$ cat config.mk
export PLATFORM = sky130hd
export DESIGN_NAME = kmq_ram
export DESIGN_NICKNAME = d
export VERILOG_FILES = /design/src/rtl/kmq_ram.sv
export SDC_FILE = /design/constraint.sdc
export NUM_CORES = 1
export LEC_CHECK = 0
export BUFFER_PORTS_ARGS = -buffer_cell sky130_fd_sc_hd__clkbuf_2
export CAP_MARGIN = 20
export CORE_UTILIZATION = 60
export CTS_CLUSTER_SIZE = 28
export DETAILED_ROUTE_END_ITERATION = 7
export PLACE_DENSITY = 0.74
export SLEW_MARGIN = 20
export SYNTH_ARGS = -nofsm -noshare
export SYNTH_HDL_FRONTEND = slang
export SYNTH_SLANG_ARGS = --single-unit
$ cat constraint.sdc
create_clock -name aclk -period 2.3 [get_ports aclk]
set_clock_uncertainty 0.05 [all_clocks]
set_input_delay 0.23 -clock aclk [delete_from_list [all_inputs] [get_ports aclk]]
set_output_delay 0.23 -clock aclk [all_outputs]
set_load 0.005 [all_outputs]
$ cat src/rtl/kmq_ram.sv
module kmq_ram #(
    parameter int DATA_W = 8,
    parameter int ADDR_W = 4
) (
    input  logic              aclk,
    input  logic              we,
    input  logic [ADDR_W-1:0] wr_addr,
    input  logic [DATA_W-1:0] wr_data,
    input  logic              rd_en,
    input  logic [ADDR_W-1:0] rd_addr,
    output logic [DATA_W-1:0] rd_data
);

    logic [DATA_W-1:0] mem [2**ADDR_W];

    always_ff @(posedge aclk) begin
        if (we) begin
            mem[wr_addr] <= wr_data;
        end
    end

    always_ff @(posedge aclk) begin
        if (rd_en) begin
            rd_data <= mem[rd_addr];
        end
    end

endmodule

## After elaboration in Yosys (flattened, before gate mapping)

Memories as Yosys holds them, arrays and structs flattened. A register that Yosys moved wholly into a read port is not among the register bits.
Cells that the tools add are included.

- Bits in registers: 0
- Latch bits: 0
- Bits in writable memories: 128
- ROM bits: 0
- Bits of input ports: 19
- Output and inout bits: 8
- Logic and storage cells: 3
- Memories kept: 1

Memory list:

| name | words | bits a word | rd ports | clocked after memory_dff | wr ports | line | source |
|---|---|---|---|---|---|---|---|
| mem | 16 | 8 | 1 | 1 | 1 | 14 | `logic [DATA_W-1:0] mem [2**ADDR_W];` |

- Add/subtract/negate cells: 0
- Multiply operators: 0
- Divide/modulo/power cells: 0
- Order comparisons: 0
- Eq/ne operators: 0
- Shifts and indexed selects: 0
- Multiplexer cells: 2
- Bitwise operators: 0
- Reductions and logical operators: 0

Operator list:

| operator | number |
|---|---|
| 2-to-1 mux 1 bit | 2 |

## Depth between registers and ports, before layout

- Depth after elaboration: 2
- Mapped depth: 5
- Mapped depth without buffers: 3

## Worst setup path after synthesis

No wires, ideal clock.

- Kind: input to register
- From: input port wr_addr[2]
- To: memory mem[0][0] (enable)
- Setup time: 0.383 ns
- Arrival: 1.340 ns
- Slack: 0.527 ns
- Stages on the path: 2
- Path buffers: 0
- Cell sequence: or3b_2 nor3_1

RTL lines:

| element | line | source |
|---|---|---|
| start, declared | 7 | `input logic [ADDR_W-1:0] wr_addr,` |
| end, declared | 14 |  |

No word-level cell before the write port.

==> run metrics <==
hold-critical path endpoint rd_data[3]; clock latency on the worst-skew pair ~0.52 ns; routed vias 2,552; drt wl/cell around 26 um; Worst Min Path Start rd_en; RSZ-0062 raised after global routing no; Layout Nets between 300 and 400; commonest non-fill, non-tap cell in the layout edfxtp_1; depth of the CTS H-tree 4; share of layout cells above drive strength 1 around a third; Area Growth Syn to Fin 17.6%; Clock Path Buffers 2; Critical Path AT between 1.5 and 2 ns; ANT cells 0; drt first-iter violations ~270; Die Wd approximately 95 um; post-synth net total between 200 and 250; Finished Cell Area between 0.006 and 0.007 mm2; # rows 33; register area share after synthesis approximately 80%; DRC viols 0; Tot GR Track Use between 20% and 30%; chip height around 95 um; setup_tns 0 ns; WL met1 roughly 4400 um; Syn Std Cell Area 0.00523 mm2; drt total wl just over 10,000 um; worst min path class input pin to flip-flop; CTS Hold Bufs 0; setup bufs post-CTS 0; reg2reg path depth 3; crit path launch type flip-flop; Clk pin slew, worst setup/hold paths about 0.06 ns; Yosys cell types 18; top-level I/O count 27; GRT overflow 0; fin crit share between 60 and 70%; DP Wirelength 6160 um; global-route wire length before repair around 15,000 um; initial antenna violation count 0; FF+latch count, synth 136; FMAX between 600 and 700 MHz; most frequent cells in the layout edfxtp_1, clkbuf_2, mux4_2, buf_4; core area 0.00834 mm2; post-route insts no fill between 400 and 500; vias in the first global route approximately 2,500; Crit Path Class flip-flop to flip-flop; clock sink total 136; Avg Cell Area, Syn approximately 23 um2; Hold Path Depth 1; Power Dens Cells just over 900 mW/mm2; Crit. End Element flip-flop; clock root cell clkbuf_8; Cells after Synth 229; CTS tree yes; final worst path period need approximately 1.6 ns; synth warn 0; Final Slew Violations 0; Critical Path RT between 2 and 3 ns; Max Used Layer met4; antenna-violating nets left 0; Max Cap Violations 0; Placed Instances about 370; drt first pass iters 4; die area 0.00909 mm2; met2 wire length between 5000 and 6000 um; area of placed instances roughly 0.0056 mm2; setup violators final 0; relative slew slack around half; worst slew pin tran between 0.7 and 0.8 ns; Num CTS Buffers 17; FF-to-FF Start mem[11][7]; RR Endpoint rd_data[7]; final-report hold violation count 0; port bufs 26; routed vias/inst roughly 6.4; largest net degree at the start of global routing 33; Post-CTS Resized 0; CP max FO 1; Worst VDD drop 0.636 mV; P_leak around 2.1 nW; Starting Density about 63%; Placer Congestion about 0.73; status completed; met3 WL post-DR 716 um; R2R setup slack just over 0.7 ns
state kept, by name, summed over array words and instances, names as in the netlist:
register  flops
mem         128
rd_data       8
stage by stage:
stage,power [mW],setup slack [ns],util (%),hold slack (ns)
after floorplan,3.00,0.527,-,0.279
after global placement,3.11,0.399,66.6,0.568
after detailed placement,3.12,0.369,66.6,0.561
after CTS,5.78,0.694,73.7,0.00974
after global routing,5.89,0.668,73.7,0.0283
final,5.74,0.711,73.7,0.0252
layer usage:
metal / GRT usage [%] / vias up
li1: - / 1094
met1: 38.0 / 1311
met2: 39.0 / 134
met3: 5.90 / 13
met4: 11.1 / 0
met5: 0 / -
synth_stat cells:
| master | number | area, um2 |
|---|---|---|
| a22oi_1 | 16 | 120 |
| and2_1 | 1 | 6.26 |
| and2b_1 | 1 | 7.51 |
| buf_2 | 3 | 15.0 |
| buf_4 | 1 | 7.51 |
| buf_6 | 3 | 33.8 |
| clkdlybuf4s25_2 | 3 | 30.0 |
| edfxtp_1 | 136 | 4080 |
| mux4_1 | 14 | 368 |
| mux4_2 | 18 | 405 |
| nand2_1 | 9 | 33.8 |
| nand2b_1 | 2 | 12.5 |
| nand3_1 | 1 | 5.00 |
| nand3b_1 | 2 | 15.0 |
| nor2_1 | 13 | 48.8 |
| nor2b_1 | 1 | 6.26 |
| nor3_1 | 4 | 20.0 |
| or3b_2 | 1 | 8.76 |
where the power goes:
group | total, mW | switching (mW) | internal [mW]
combinational | 0.258 | 0.152 | 0.106
sequential | 2.81 | 0.0160 | 2.79
clock | 2.67 | 1.01 | 1.66
total | 5.74 | 1.18 | 4.56
cell families after synthesis:
| logic type | share of synthesized area (%) |
|---|---|
| AO/OA/AOI/OAI | 2.30 |
| multiplexers | 14.8 |
| flip-flops | 78.1 |
| AND/OR/NAND/NOR | 3.14 |
| buffers and inverters | 1.65 |
worst max-delay path, stage by stage, from the launching register on:
cell	delay (ns)
edfxtp_1	0.36
mux4_2	0.50
a22oi_1	0.32
nand2_1	0.09
worst max-delay path by stage:
stage | end | slack (ns) | cells after the start | startpoint
2_1_floorplan | mem[0][0] | 0.53 | 2 | wr_addr[2]
3_3_place_gp | rd_data[1] | 0.40 | 5 | rd_addr[0]
3_5_place_dp | rd_data[0] | 0.37 | 5 | rd_addr[0]
4_1_cts | rd_data[3] | 0.69 | 3 | mem[5][3]
5_1_grt | rd_data[0] | 0.67 | 3 | mem[1][0]
6_report | rd_data[7] | 0.71 | 3 | mem[11][7]
area by class of cell:
class / instances / area (um2)
repair buffers: 45 / 285
clock inverters: 14 / 174
flip-flops and latches: 136 / 4080
multi-input cells: 83 / 1060
well taps: 105 / 131
clock buffers: 18 / 418
fillers: 482 / 2190
Power figures use the tool's default switching activity.
