## config.mk

```make
export PLATFORM = sky130hd
export DESIGN_NAME = kmq_key_table
export DESIGN_NICKNAME = d
export VERILOG_FILES = /design/src/rtl/kmq_pkg.sv /design/src/rtl/kmq_key_table.sv
export SDC_FILE = /design/constraint.sdc
export NUM_CORES = 1
export LEC_CHECK = 0
export ABC_CLOCK_PERIOD_IN_PS = 8800
export CORE_UTILIZATION = 50
export DETAILED_ROUTE_END_ITERATION = 8
export DONT_BUFFER_PORTS = 1
export PLACE_DENSITY_LB_ADDON = 0.15
export SETUP_SLACK_MARGIN = 0.3
export SLEW_MARGIN = 5
export SYNTH_ARGS = -nofsm -noshare
export SYNTH_HDL_FRONTEND = slang
export SYNTH_SLANG_ARGS = --single-unit
```

## constraint.sdc

```tcl
create_clock -name aclk -period 8.8 [get_ports aclk]
set_input_delay 0.44 -clock aclk [delete_from_list [all_inputs] [get_ports aclk]]
set_output_delay 0.44 -clock aclk [all_outputs]
set_load 0.005 [all_outputs]
```

## src/rtl/kmq_pkg.sv

```systemverilog
package kmq_pkg;

    localparam logic [2:0] ACT_REGISTER   = 3'd0;
    localparam logic [2:0] ACT_UNREGISTER = 3'd1;
    localparam logic [2:0] ACT_SEND       = 3'd2;
    localparam logic [2:0] ACT_RECEIVE    = 3'd3;
    localparam logic [2:0] ACT_CLEAR_ALL  = 3'd4;

    localparam logic [2:0] STAT_OK          = 3'd0;
    localparam logic [2:0] STAT_DUPLICATE   = 3'd1;
    localparam logic [2:0] STAT_TABLE_FULL  = 3'd2;
    localparam logic [2:0] STAT_NOT_FOUND   = 3'd3;
    localparam logic [2:0] STAT_QUEUE_FULL  = 3'd4;
    localparam logic [2:0] STAT_EMPTY       = 3'd5;
    localparam logic [2:0] STAT_BAD_LENGTH  = 3'd6;

    typedef struct packed {
        logic [2:0]  action;
        logic [31:0] mailbox_key;
        logic [31:0] msg_type;
        logic [3:0]  msg_len;
        logic [63:0] msg_payload;
    } in_item_t;

    typedef struct packed {
        logic [2:0]  status;
        logic [31:0] out_type;
        logic [3:0]  out_len;
        logic [63:0] out_payload;
    } out_item_t;

    typedef enum logic [1:0] {
        KT_NONE,
        KT_CLAIM,
        KT_FREE,
        KT_FREE_ALL
    } kt_op_t;

    typedef struct packed {
        logic hit;
        logic vacant;
    } kt_res_t;

    typedef enum logic [1:0] {
        ST_IDLE,
        ST_PTR,
        ST_MSG
    } state_t;

    function automatic logic [63:0] byte_mask(input logic [3:0] len);
        logic [63:0] mask;
        mask = '0;
        for (int i = 0; i < 8; i++) begin
            if (4'(i) < len) begin
                mask[8*i +: 8] = 8'hff;
            end
        end
        return mask;
    endfunction

endpackage

```

## src/rtl/kmq_key_table.sv

```systemverilog
module kmq_key_table #(
    parameter int MAILBOXES = 8,
    parameter int IDX_W     = 3
) (
    input  logic                aclk,
    input  logic                aresetn,
    input  logic [31:0]         lookup_key,
    output kmq_pkg::kt_res_t    res,
    output logic [IDX_W-1:0]    hit_idx,
    output logic [IDX_W-1:0]    vacant_idx,
    input  kmq_pkg::kt_op_t     op,
    input  logic [IDX_W-1:0]    op_idx,
    input  logic [31:0]         op_key
);

    logic [MAILBOXES-1:0] in_use_reg;
    logic [MAILBOXES-1:0] in_use_next;
    logic [31:0]          key_reg [MAILBOXES];

    always_comb begin
        res        = '0;
        hit_idx    = '0;
        vacant_idx = '0;
        for (int i = 0; i < MAILBOXES; i++) begin
            if (!res.hit && in_use_reg[i] && key_reg[i] == lookup_key) begin
                res.hit = 1'b1;
                hit_idx = IDX_W'(i);
            end
            if (!res.vacant && !in_use_reg[i]) begin
                res.vacant = 1'b1;
                vacant_idx = IDX_W'(i);
            end
        end
    end

    always_comb begin
        in_use_next = in_use_reg;
        unique case (op)
            kmq_pkg::KT_NONE: begin
            end
            kmq_pkg::KT_CLAIM: begin
                in_use_next[op_idx] = 1'b1;
            end
            kmq_pkg::KT_FREE: begin
                in_use_next[op_idx] = 1'b0;
            end
            kmq_pkg::KT_FREE_ALL: begin
                in_use_next = '0;
            end
            default: begin
            end
        endcase
    end

    always_ff @(posedge aclk) begin
        if (!aresetn) begin
            in_use_reg <= '0;
        end else begin
            in_use_reg <= in_use_next;
        end
    end

    always_ff @(posedge aclk) begin
        if (op == kmq_pkg::KT_CLAIM) begin
            key_reg[op_idx] <= op_key;
        end
    end

endmodule

```

Word-level counts from Yosys, hierarchy flattened
Memories as Yosys holds them, arrays and structs flattened.
Cells that the tools add are included.

storage, ports and cells
  bits in registers = 8
  latch bits = 0
  bits in writable memories = 256
  memory bits (read-only) = 0
  input bits = 71
  output and inout bits = 8
  word-level logic and storage cells = 97
  memories = 1

memories
  memory   depth  width  read ports  clocked after memory_dff  wr ports  RTL line             text
  key_reg  8      32     8           0                         1         kmq_key_table.sv:18  logic [31:0] key_reg [MAILBOXES];

cells by class
  add/subtract/negate cells = 0
  $mul = 0
  divide/modulo/power cells = 0
  magnitude comparators = 2
  equality and inequality tests = 11
  shift-type cells = 0
  multiplexer cells = 35
  bitwise logic cells = 3
  reduce and logical (&&, ||, !) cells = 44

operators with widths
  cell                                                 number
  equality test 32 bit                                 8
  2-to-1 mux 3 bit                                     12
  one-hot mux 8 bit (3 select lines)                   1
  logical AND 1 bit                                    23
  2-to-1 mux 1 bit                                     21
  logical NOT 1 bit                                    20
  AND 8 bit                                            1
  inverter 8 bit                                       1
  OR 8 bit                                             1
  equality test 2 bit, second input constant           2
  < comparator 3 x 4 -> 1 bit, second input constant   1
  demux 1 bit (select 3 bit)                           1
  >= comparator 3 x 1 -> 1 bit, second input constant  1
  nonzero test 3 bit                                   1
  equality test 2 x 1 -> 1 bit, second input constant  1

Logic depth before layout (Yosys ltp)
Gate-level depths: netlist of the first run.
An unclocked memory read counts as a cell.

  depth after elaboration = 32
  gate-level depth with buffers = 8
  mapped depth without buffers = 7

Worst setup path before layout of the first run
OpenSTA, ideal clock, no wires.

  path kind = input-to-reg
  start = input port op[0]
  end = memory key_reg[0][0], enable pin
  setup time = 464 ps
  arrival = 3,091 ps
  required time = 8,336 ps
  path slack = 5,245 ps
  cell stages on the path = 3
  buffers on the path = 1
  cells stage by stage = clkbuf_1 > nand3b_1 > nor3_1

between the ends
  cells in the longest elaborated chain, start to end = 3

ends and longest elaborated chain
  element                                 RTL line             text
  start: declaration                      kmq_key_table.sv:11  input kmq_pkg::kt_op_t op,
  equality test 2 x 1 -> 1 bit            kmq_key_table.sv:64  if (op == kmq_pkg::KT_CLAIM) begin
  2-to-1 mux 1 bit                        kmq_key_table.sv:64
  2-to-1 mux 1 bit (implied by the code)  kmq_key_table.sv:65  key_reg[op_idx] <= op_key;
  end: declaration                        kmq_key_table.sv:18

No other way between the ends.

==> results of run 1 <==
[synth_stat cells (2+ instances only)]
library cell  instances
edfxtp_1            256
xnor2_1             204
xor2_1               51
nand4_1              47
nor4_1               20
buf_2                17
nand3_1              17
nor2_1               16
nor3_1               13
nand2_1              11
o21ai_0              10
a21oi_1               8
buf_6                 8
dfxtp_1               8
nor2b_1               8
buf_4                 7
and3_1                6
inv_1                 4
a31oi_1               2
nand2b_1              2
nand3b_1              2
[cell families (layout without fill, tap and decap cells)]
family / after synthesis / after routing / share of synthesized area
DFF: 264 / 264 / 0.695
xor gates and xnor gates: 256 / 256 / 0.199
AOI/OAI and AO/OA: 23 / 23 / 0.0110
buffers and inverters: 37 / 114 / 0.0218
other: 0 / 2 / 0
and+or+nand+nor: 146 / 146 / 0.0724
[layout by cell type, fill, tap and decap left out, types with 10 or more instances in the layout]
cell / synthesis / routed
clkbuf_16: 0 / 29
dlygate4sd3_1: 0 / 53
edfxtp_1: 256 / 256
nand2_1: 11 / 11
nand3_1: 17 / 17
nand4_1: 47 / 47
nor2_1: 16 / 10
nor3_1: 13 / 11
nor4_1: 20 / 20
o21ai_0: 10 / 10
xnor2_1: 204 / 204
xor2_1: 51 / 51
[power breakdown]
part           switching, W  internal (W)  leakage, nW
Clock              0.000460      0.000597        0.394
Sequential        0.0000102       0.00140         2.38
Combinational     0.0000838     0.0000725         1.13
Total              0.000554       0.00207         3.90
[metrics by stage]
stage	utilization	area [µm²]	std cells	setup slack, ps	hold slack (ps)
after floorplan	-	11300	726	5240	501
after global placement	0.524	11500	980	5860	527
after detailed placement	0.524	11500	980	5840	527
after CTS	0.582	12800	1076	5310	0.243
after global routing	0.585	12800	1083	5240	25.4
final	0.585	12900	1085	5300	37.6
[critical path, stage by stage, from the launching register on]
cell and delay [ps]:
edfxtp_1 410, xor2_2 160, nor4_1 720, nand4_1 260, or4_1 600, nand2_1 130, nor2_1 60, nor2_1 190
[layout make-up]
cell class / instances / area [µm²]
antenna: 2 / 5.00
inverter: 4 / 15.0
timing repair buffer: 60 / 583
clock inverter: 12 / 48.8
clock buffer: 38 / 759
multi-input combinational: 425 / 3250
tap: 280 / 350
fill: 1672 / 9100
sequential: 264 / 7850
[how the worst max path moves through the flow]
stage | endpoint | slack (ps) | start
global placement | hit_idx[2] | 5860 | lookup_key[0]
global route | hit_idx[2] | 5240 | key_reg[4][0]
finish | hit_idx[2] | 5300 | key_reg[4][0]
CTS | hit_idx[2] | 5310 | key_reg[4][0]
detailed placement | hit_idx[2] | 5840 | lookup_key[0]
floorplan | key_reg[0][0] | 5240 | op[0]
[layer usage]
metal / vias up / wire, µm
met1: 3166 / 13000
li1: 2760 / -
met2: 273 / 14600
met5: - / 9
met3: 58 / 2350
met4: 2 / 1040
[repair_timing]
action,4_1_cts,5_1_grt
endpoints found under the setup margin,0,0
hold buffers,46,7
gates resized for setup,0,0
hold endpoints to repair,204,24
==> out/results.txt, run 1 <==
Leak = 3.90 nW
Synth unique cells = 30
CP Launch Type = register
Pin count of the biggest net entering global routing = 34
Largest cells by area after synthesis = edfxtp_1 (68%), xnor2_1 (16%), xor2_1 (4.0%)
Synth Instances = 726
Clk_skew = 0 ps
Number of flip-flops under the largest register name = 256
R2R setup slack = 7940 ps
CTS Buf Count = 28
Met2 Resource Use GR = 0.434
Clock Latency Late Sink = 530 ps
GRT Total Usage = 0.272
#FFs+latches synth = 264
Ys Warns = 0
First-pass GRT wire length = 44,600 µm
Post-synth ARST share = 0
Syn nets = 797
Routability cong. = 0.966
Worst slew pin tran = 1250 ps
Most Crowded Layer GR = met2
Crit path max fanout = 3
Die Span Y = 152 µm
Clock buffer depth = 3
Status = complete, but fails checks
1st-iter DRT viols = 649
Main synth FF type = edfxtp_1
Worst r2r dst = in_use_reg[3]
Final min period = 3500 ps
Buffers inserted by post-CTS timing repair = 0
Final Net Count = 854
Critical path type = register to primary output
Detailed Place HPWL = 20,300 µm
VDD IR max = 0.175 mV
Port Buffers = 0
RR Startpoint = in_use_reg[3]
Via/cell ratio = 5.77
CP arrival = 3060 ps
Area growth syn-to-layout = 13.9%
Worst reg-to-reg path cell count = 2
Synth area leader = edfxtp_1
Tot Pwr = 0.00263 W
Yosys top cell area share = 0.681
Core box area = 22,000 µm²
Die footprint = 23,200 µm²
TNS Setup = 0 ps
Hold_sp = aresetn
Met1 usage = 0.375
Gr ovfl total = 0
Sequential element share of the synthesized area = 0.695
Final hold violation count = 0
Final setup viols = 0
CP endpoint kind = primary output
Root Buffer = clkbuf_16
Max-slew violation count = 0
Routed WL = 31,000 µm
Grt met3 use = 0.0560
TritonCTS clock tree = done
Critical Path RT = 8360 ps
# IOs = 79
Initial core utilization = 0.514
ANT nets after route = 0
Hold Path Class = input port to register
Failing checks = design-rule violations
Maximum clock frequency = 0.286 GHz
TritonCTS Sinks = 264
Slew Limit Headroom = 0.165
First drt pass iteration count = 7
Reg clk slew, reported paths = 60 ps
Max Cap Viol = 0
RSZ-0062 raised after global routing = no
Number of synthesized flops with an enable pin = 256
Chip width = 152 µm
Row count = 54
Share of cells above drive strength 1 = 0.0610
Synth Area per Inst = 15.5 µm²
PwrDens = 204 nW/µm²
Crit share post-route = 0.398
Post-Syn Area = 11,300 µm²
Hold path depth = 1
CTS H-tree depth = 1
Via Count = 6,259
Wirelength per Cell = 28.5 µm
Initial antenna violation count = 3
Number of remaining DRC errors = 6
Vias in the first global route = 6,324
Destination of the worst hold path = in_use_reg[1]
Note: power is estimated with default switching activity, not from simulation.
==> run 2: changes to the inputs <==
--- a/config.mk
+++ b/config.mk
@@ -5,7 +5,7 @@
 export SDC_FILE = /design/constraint.sdc
 export NUM_CORES = 1
 export LEC_CHECK = 0
-export ABC_CLOCK_PERIOD_IN_PS = 8800
+export ABC_CLOCK_PERIOD_IN_PS = 3600
 export CORE_UTILIZATION = 50
 export DETAILED_ROUTE_END_ITERATION = 8
 export DONT_BUFFER_PORTS = 1
==> constraint.sdc (replaced) <==
create_clock -name aclk -period 3.6 [get_ports aclk]
set_input_delay 0.18 -clock aclk [delete_from_list [all_inputs] [get_ports aclk]]
set_output_delay 0.18 -clock aclk [all_outputs]
set_load 0.005 [all_outputs]
==> out/results.txt, run 2 (synthesis gave the netlist of run 1 again) <==
Crit path max fanout = 3 (unchanged)
CP endpoint kind = primary output (unchanged)
Number of remaining DRC errors = 6 (unchanged)
Final setup viols = 0 (unchanged)
Detailed Place HPWL = 19,900 µm (was 20,300 µm)
Share of cells above drive strength 1 = 0.0563 (was 0.0610)
Number of flip-flops under the largest register name = 256 (unchanged)
Pin count of the biggest net entering global routing = 34 (unchanged)
Routed WL = 30,500 µm (was 31,000 µm)
Final Net Count = 833 (was 854)
First-pass GRT wire length = 43,500 µm (was 44,600 µm)
Initial antenna violation count = 2 (was 3)
CTS H-tree depth = 1 (unchanged)
CTS Buf Count = 27 (was 28)
Critical path type = register to primary output (unchanged)
RSZ-0062 raised after global routing = no (unchanged)
Die footprint = 23,200 µm² (unchanged)
Reg clk slew, reported paths = 60 ps (about the same)
Wirelength per Cell = 28.6 µm (was 28.5 µm)
Hold Path Class = input port to register (unchanged)
Area of all placed cells without fillers = 12,600 µm² (was 12,900 µm²)
Critical Path RT = 3420 ps (was 8360 ps)
Root Buffer = clkbuf_16 (unchanged)
Die Span Y = 152 µm (unchanged)
Cells along the critical path = xor2_1, nor4_1, nand4_1, or4_1, nand2_1, nor2_1, nor2_1 (was xor2_2, nor4_1, nand4_1, or4_1, nand2_1, nor2_1, nor2_1)
Crit share post-route = 0.866
Clock buffer depth = 3 (unchanged)
TritonCTS clock tree = done (unchanged)
Port Buffers = 0 (unchanged)
Slowest stage delay, CP = 680 ps (was 720 ps)
TNS Setup = 0 ps (unchanged)
CP Launch Type = register (unchanged)
Maximum clock frequency = 0.321 GHz
CP arrival = 2940 ps (was 3060 ps)
Worst path bufs/invs = 0 (unchanged)
Leak = 3.79 nW (was 3.90 nW)
Cells after DPL = 976 (was 980)
Routability cong. = 0.940 (was 0.966)
Placed inst area = 11,500 µm² (about the same)
Failing checks = design-rule violations (unchanged)
Clk_skew = 0 ps (unchanged)
Multi-input gate area = 3250 µm² (unchanged)
Final min period = 3120 ps
VDD IR max = 0.359 mV (was 0.175 mV)
CP max-delay cell = nor4_1 (unchanged)
Most used cell, CP = nor2_1 (unchanged)
Worst reg-to-reg path cell count = 3 (was 2)
Clock Latency Late Sink = 510 ps (was 530 ps)
Max Cap Viol = 0 (unchanged)
Worst slew pin tran = 1160 ps (was 1250 ps)
1st-iter DRT viols = 777 (was 649)
ANT nets after route = 0 (unchanged)
GRT Total Usage = 0.265 (was 0.272)
Row count = 54 (unchanged)
PwrDens = 503 nW/µm² (was 204 nW/µm²)
Status = complete, but fails checks (unchanged)
Fillers = 1,682 (was 1,672)
Most frequent cells in the layout = edfxtp_1 (256), xnor2_1 (204), xor2_1 (51), nand4_1 (47), dlygate4sd3_1 (37) (was edfxtp_1 (256), xnor2_1 (204), dlygate4sd3_1 (53), xor2_1 (51), nand4_1 (47))
Max-slew violation count = 0 (unchanged)
Chip width = 152 µm (unchanged)
Initial core utilization = 0.514 (unchanged)
Slew Limit Headroom = 0.226 (was 0.165)
Final hold violation count = 0 (unchanged)
Reg area = 7850 µm² (unchanged)
Gr ovfl total = 0 (unchanged)
First drt pass iteration count = 7 (unchanged)
TritonCTS Sinks = 264 (unchanged)
Vias in the first global route = 6,168 (was 6,324)
Area growth syn-to-layout = 12.0% (was 13.9%)
CP startpoint = key_reg[4][30] (was key_reg[4][0])
Most common cell after layout, fill and taps aside = edfxtp_1 (unchanged)
Via/cell ratio = 5.85 (was 5.77)
Hold path depth = 4 (was 1)
CTS Hold Bufs = 37 (was 46)
# IOs = 79 (unchanged)
Worst r2r dst = in_use_reg[0] (was in_use_reg[3])
RR Startpoint = in_use_reg[0] (was in_use_reg[3])
Post-cts gate resize count = 0 (unchanged)
Core box area = 22,000 µm² (unchanged)
Buffers inserted by post-CTS timing repair = 0 (unchanged)
Hold_sp = op_idx[2] (was aresetn)
R2R setup slack = 2330 ps (was 7940 ps)
Crit path max-delay family = simple AND/OR/NAND/NOR gates (unchanged)
Via Count = 6,214 (was 6,259)
Non-filler cells, final = 1,063 (was 1,085)
Destination of the worst hold path = in_use_reg[2] (was in_use_reg[1])
-- run 2: how the worst max path moves through the flow --
stage,to,depth (start not counted),slack [ps]
CTS,hit_idx[0],7,520
global route,hit_idx[0],7,430
global placement,hit_idx[0],7,1050
finish,hit_idx[2],7,480
floorplan,key_reg[0][0],3,300
detailed placement,hit_idx[0],7,1070
-- run 2: stage by stage --
stage,setup WS [ps],total power (W),hold slack (ps),util
4_1_cts,522,0.00637,20.4,0.575
3_3_place_gp,1050,0.00378,279,0.523
3_5_place_dp,1070,0.00379,279,0.523
2_1_floorplan,305,0.00379,279,-
6_report,481,0.00636,39.0,0.575
5_1_grt,426,0.00650,24.0,0.575
-- run 2: layout make-up --
class	count	share of cell area
diodes	2	0.000396
clock buffers	45	0.0604
clock inverters	3	0.00109
inverters	4	0.00119
multi-input cells	425	0.257
flip-flops and latches	264	0.621
well taps	280	0.0277
repair buffers	40	0.0311
-- run 2: layer usage --
layer | vias up | wire (µm) | GRT usage
li1 | 2706 | - | -
met1 | 3165 | 12700 | 0.365
met2 | 297 | 14900 | 0.442
met3 | 46 | 2270 | 0.0452
met4 | 0 | 579 | 0.0656
met5 | - | 0 | 0
-- run 2: worst register-to-register path, cell delays in order (launching register included) --
cell           delay, ps
dfxtp_1              450
a21oi_1              100
nor2b_1              120
dlygate4sd3_1        540
-- run 2: power breakdown --
group          switching (W)  total, W  internal [W]  leakage, nW
Combinational       0.000194  0.000358      0.000164         1.04
Sequential         0.0000251   0.00346       0.00343         2.38
Clock                0.00111   0.00254       0.00143        0.375
